File: config.mk
export PLATFORM = sky130hd
export DESIGN_NAME = tcw_step_unit
export DESIGN_NICKNAME = d
export VERILOG_FILES = /design/src/rtl/tcw_pkg.sv /design/src/rtl/tcw_step_unit.sv
export SDC_FILE = /design/constraint.sdc
export NUM_CORES = 1
export LEC_CHECK = 0
export ABC_AREA = 1
export BUFFER_PORTS_ARGS = -buffer_cell sky130_fd_sc_hd__buf_2
export CAP_MARGIN = 30
export CORE_ASPECT_RATIO = 0.5
export CORE_MARGIN = 3
export CORE_UTILIZATION = 28
export DETAILED_ROUTE_END_ITERATION = 8
export MAX_ROUTING_LAYER = met4
export PLACE_DENSITY = 0.62
export SETUP_SLACK_MARGIN = 0.02
export SYNTH_ARGS = -nofsm -noshare
export SYNTH_HDL_FRONTEND = slang
export SYNTH_SLANG_ARGS = --single-unit
File: constraint.sdc
create_clock -name vclk -period 4.9
set_clock_uncertainty 0.15 [all_clocks]
set_input_delay 0.735 -clock vclk [all_inputs]
set_output_delay 0.735 -clock vclk [all_outputs]
set_load 0.005 [all_outputs]
File: src/rtl/tcw_pkg.sv
// Shared constants, widths and operation codes for the text console writer.
package tcw_pkg;

  // Default screen geometry
  localparam int COLUMNS_DEF = 80;
  localparam int ROWS_DEF    = 25;

  // Fixed field widths
  localparam int CMD_W  = 2;
  localparam int CHAR_W = 8;
  localparam int ATTR_W = 8;
  localparam int IDX_W  = 11;
  localparam int POS_W  = 11;
  localparam int CELL_W = CHAR_W + ATTR_W;

  // Character and attribute constants
  localparam logic [CHAR_W-1:0] NEWLINE_CODE = 8'd10;
  localparam logic [CHAR_W-1:0] SPACE_CODE   = 8'd32;
  localparam logic [ATTR_W-1:0] ATTR_RESET   = 8'd15;

  // Command codes
  typedef enum logic [CMD_W-1:0] {
    CMD_PUT   = 2'd0,
    CMD_CLEAR = 2'd1,
    CMD_READ  = 2'd2
  } cmd_e;

  // Shared step unit operations
  typedef enum logic {
    OP_ADD = 1'b0,
    OP_SUB = 1'b1
  } op_e;

endpackage

File: src/rtl/tcw_step_unit.sv
// Shared add / subtract-compare unit used by the sequencer steps.
module tcw_step_unit #(
  parameter int W = 12
) (
  input  logic         [W-1:0] a_i,
  input  logic         [W-1:0] b_i,
  input  tcw_pkg::op_e         op_i,
  output logic         [W-1:0] sum_o,
  output logic                 ge_o
);
  import tcw_pkg::*;

  logic [W:0] ext;
  logic [W-1:0] b_sel;
  logic sub;

  // Form a + b, or a - b with the carry as a >= b
  assign sub   = (op_i == OP_SUB);
  assign b_sel = sub ? ~b_i : b_i;
  assign ext   = {1'b0, a_i} + {1'b0, b_sel} + (W+1)'(sub);
  assign sum_o = ext[W-1:0];
  assign ge_o  = ext[W];

endmodule

### After elaboration in Yosys (flattened, before gate mapping)

Cells that the tools add are included.

| word-level totals | value |
|---|---|
| register bits | 0 |
| output and inout port bits | 13 |
| logic and storage cells | 4 |

| operators by class | value |
|---|---|
| $add $sub $neg | 2 |
| multiplexer cells | 1 |
| bitwise logic cells | 1 |

Operators by type and width:

| operator | number |
|---|---|
| $add A12 B12 Y13 | 1 |
| $add A13 B1 Y13 | 1 |
| $mux W12 | 1 |
| $not A12 Y12 | 1 |

### Logic depth before layout (Yosys ltp)

| depth | value |
|---|---|
| word-level depth | 4 |
| depth in mapped cells | 12 |
| mapped depth without buffers | 12 |

### Least setup slack after synthesis

OpenSTA, ideal clock, no wires.

| path | value |
|---|---|
| path type | input -> output |
| start point | in op_i |
| end point | out sum_o[6] |
| arrival | 1.926 ns |
| setup slack | 2.089 ns |
| stages on the path | 7 |
| buffers on the path | 1 |
| cells stage by stage | buf_4 > xor2_1 > ha_1 > a21oi_1 > nand2_1 > a21oi_1 > xnor2_1 |

| on the way | value |
|---|---|
| word-level cells in the longest chain between the ends | 3 |

RTL lines:

| what | line | RTL |
|---|---|---|
| from (decl) | tcw_step_unit.sv:7 | `input tcw_pkg::op_e op_i,` |
| $mux W12 | tcw_step_unit.sv:19 | `assign b_sel = sub ? ~b_i : b_i;` |
| $add A12 B12 Y13 | tcw_step_unit.sv:20 | `assign ext = {1'b0, a_i} + {1'b0, b_sel} + (W+1)'(sub);` |
| $add A13 B1 Y13 (*) | tcw_step_unit.sv:20 |  |
| to (decl) | tcw_step_unit.sv:8 | `output logic [W-1:0] sum_o,` |

Every way passes the cells marked *; elsewhere a longest branch is shown, timed or not.

### Final worst setup path

| path | value |
|---|---|
| start point | in op_i |
| end point | out ge_o |

| on the way | value |
|---|---|
| word-level cells in the longest chain between the ends | 3 |

RTL lines:

| what | line | RTL |
|---|---|---|
| $mux W12 | tcw_step_unit.sv:19 |  |
| $add A12 B12 Y13 | tcw_step_unit.sv:20 |  |
| $add A13 B1 Y13 (*) | tcw_step_unit.sv:20 |  |
| to (decl) | tcw_step_unit.sv:9 | `output logic ge_o` |

Marks and branches as above.

==> flow_metrics.env <==
export IMPL_status="finished, final reports clean"
export IMPL_hold_path_class="input pin to primary output"
export IMPL_synth_top_cells_by_area="nand2_1 24%, ha_1 17%, xor2_1 14%, inv_1 13%, nand3_1 6.9%"
export IMPL_synth_most_common_cell="nand2_1"
export IMPL_timing_max_cap_violations=0
export IMPL_fill_cells=284
export IMPL_design_seq_count=0
export IMPL_setup_viol_count_final=0
export IMPL_grt_usage_pct=11.15
export IMPL_row_count=12
export IMPL_n_clock_buffer=0
export IMPL_synth_cell_type_count=15
export IMPL_num_nets_final=223
export IMPL_die_area_sq_um=3566
export IMPL_netlist_area_leader_share_pct=23.98
export IMPL_cp_endpoint="ge_o"
export IMPL_endpoint_kind="primary output"
export IMPL_fin_ws_ns=1.576
export IMPL_seq_area_frac_synth_pct=0
export IMPL_synth_common_cells="51 x nand2_1, 28 x inv_1, 13 x xor2_1"
export IMPL_worstPathArrival_ns=2.44
export IMPL_clkPwrFrac_pct=0
export IMPL_ctsResizeCount=0
export IMPL_synth_compound_area_share_pct=5.329
export IMPL_wl_per_cell_um=9.059
export IMPL_post_synth_cell_area_avg_sq_um=5.430
export IMPL_internal_power_w=0.00007506
export IMPL_synth_cell_area_sq_um=798.3
export IMPL_vias=927
export IMPL_die_w_um=81.51
export IMPL_finalCritPeriodShare_pct=67.84
export IMPL_drc=0
export IMPL_synth_xor_area_share_pct=18.65
export IMPL_globalRouteOverflowTotal=0
export IMPL_initial_core_util_pct=32.62
export IMPL_grt_pass1_vias=767
export IMPL_worst_path_max_fanout=12
export IMPL_leakage_nw=0.6649
export IMPL_crit_path_start="op_i"
export IMPL_grt_max_degree=13
export IMPL_seq_area_sq_um=0
export IMPL_dpl_worst_slack_ns=1.564
export IMPL_ant_nets=0
export IMPL_slew_violations=0
export IMPL_grt_antenna_before_repair=0
export IMPL_dr_pass1_iters=4
export IMPL_max_slew_margin_pct=77.18
export IMPL_power_frac_seq_pct=0
export IMPL_io_pins=38
export IMPL_grt_first_pass_wirelength_um=3194
export IMPL_post_cts_repair_setup_buffers=0
export IMPL_synthMuxAreaShare_pct=0
export IMPL_yosysWarnings=0
export IMPL_tns_ns=0
export IMPL_drt_iter0_markers=37
export IMPL_yosysTopAreaCell="nand2_1"
export IMPL_power_frac_comb_pct=100.0
export IMPL_core_sq_um=2447
export IMPL_synthSimpleGateAreaFrac_pct=41.22
export IMPL_syn_nets=184
export IMPL_required_ns=4.01
export IMPL_fin_crit_ns=3.324
export IMPL_dieHeight_um=43.76
export IMPL_via_per_inst=4.233
export IMPL_routed_wl_um=1984
export IMPL_port_buffers=38
export IMPL_power_w=0.0001682
export IMPL_antenna_cells=0
export IMPL_cts_hold_buf=0
export IMPL_synth_cells=147
export IMPL_startpoint_type="input pin"
export IMPL_synth_top_family_by_area="simple AND/OR/NAND/NOR gates"
export IMPL_post_synth_fa_ha_maj_area_fraction_pct=19.75
export IMPL_path_class="input pin to primary output"
export IMPL_p_sw_share_pct=55.38
export IMPL_power_density_nw_per_um2=164.2
export IMPL_ir_drop_uv=56.64
export IMPL_rsz0062_at_grt="false"
export IMPL_netSwitchingPower_w=0.00009316
export IMPL_fmax_mhz=300.8
export IMPL_drive_above_1_share_pct=23.91
export IMPL_gp_congestion=0.8580
export IMPL_dp_hpwl_um=1817
export IMPL_hold_viol=0
export IMPL_syn_to_final_growth_pct=28.37
export IMPL_worst_slew_pin_slew_ns=0.3423
## worst min-delay path by stage
stage	depth (start not counted)	slack [ns]	endpoint	start
floorplan	1	1.37	sum_o[0]	b_i[0]
global placement	3	1.59	sum_o[0]	a_i[0]
detailed placement	3	1.58	sum_o[0]	a_i[0]
CTS	3	1.58	sum_o[0]	a_i[0]
global route	3	1.60	sum_o[0]	a_i[0]
finish	3	1.58	sum_o[0]	a_i[0]
## cells by family (layout without fill, tap and decap cells)
| kind of cell | after synthesis | after routing |
|---|---|---|
| buffers and inverters | 31 | 68 |
| adders and majority gates | 12 | 12 |
| AOI/OAI and AO/OA | 8 | 8 |
| and+or+nand+nor | 79 | 79 |
| xor gates and xnor gates | 17 | 17 |
## through the flow
step                cells  util (%)  cell area (sq um)  hold slack, ns
global route          219     41.87               1025           1.597
detailed placement    219     41.87               1025           1.584
finish                219     41.87               1025           1.582
global placement      219     41.87               1025           1.587
CTS                   219     41.87               1025           1.584
floorplan             147         -              798.3           1.371
## critical path: stages
cell and delay (ns):
buf_2 0.30, nand2_1 0.11, nand2_2 0.10, inv_1 0.06, fa_1 0.39, inv_1 0.12, nand3_1 0.08, nand3_1 0.11
nand2_1 0.11, nand2_1 0.10, nand2_1 0.05, nand3_1 0.06, buf_2 0.11
## metal layers
metal  global-route usage [%]  vias to the layer above  part of all wire (%)
li1                         -                      526                     -
met1                    16.30                      383                    54
met2                    18.28                       18                    41
met3                        0                        0                   5.1
met4                        0                        0                     0
met5                        -                        -                     0
## power by group through the flow
| stage | clock network, W | logic (W) | registers (W) |
|---|---|---|---|
| final | 0 | 0.000168 | 0 |
| after global routing | 0 | 0.000194 | 0 |
| after CTS | 0 | 0.000171 | 0 |
| after detailed placement | 0 | 0.000170 | 0 |
| after global placement | 0 | 0.000169 | 0 |
| after floorplan | 0 | 0.000113 | 0 |
## cell type report
| class | count | area [sq um] | area share (%) |
|---|---|---|---|
| Inverter | 30 | 112.6 | 10.99 |
| Multi-Input combinational cell | 116 | 678.2 | 66.18 |
| Tap cell | 35 | 43.79 | 4.274 |
| Timing Repair Buffer | 38 | 190.2 | 18.56 |
## cells in the final DEF (no fill, tap or decap)
cell      synthesis  layout
nor3_1            1       1
nand2_1          51      51
xnor2_1           4       4
nor2_1            9       9
nand4_1           3       3
inv_1            28      28
nand3_1          11      11
xor2_1           13      13
ha_1             11      11
fa_1              1       1
buf_2             0      38
a21oi_1           7       7
nand2_2           4       4
inv_2             2       2
o21bai_1          1       1
Note: power is estimated with default switching activity, not from simulation.
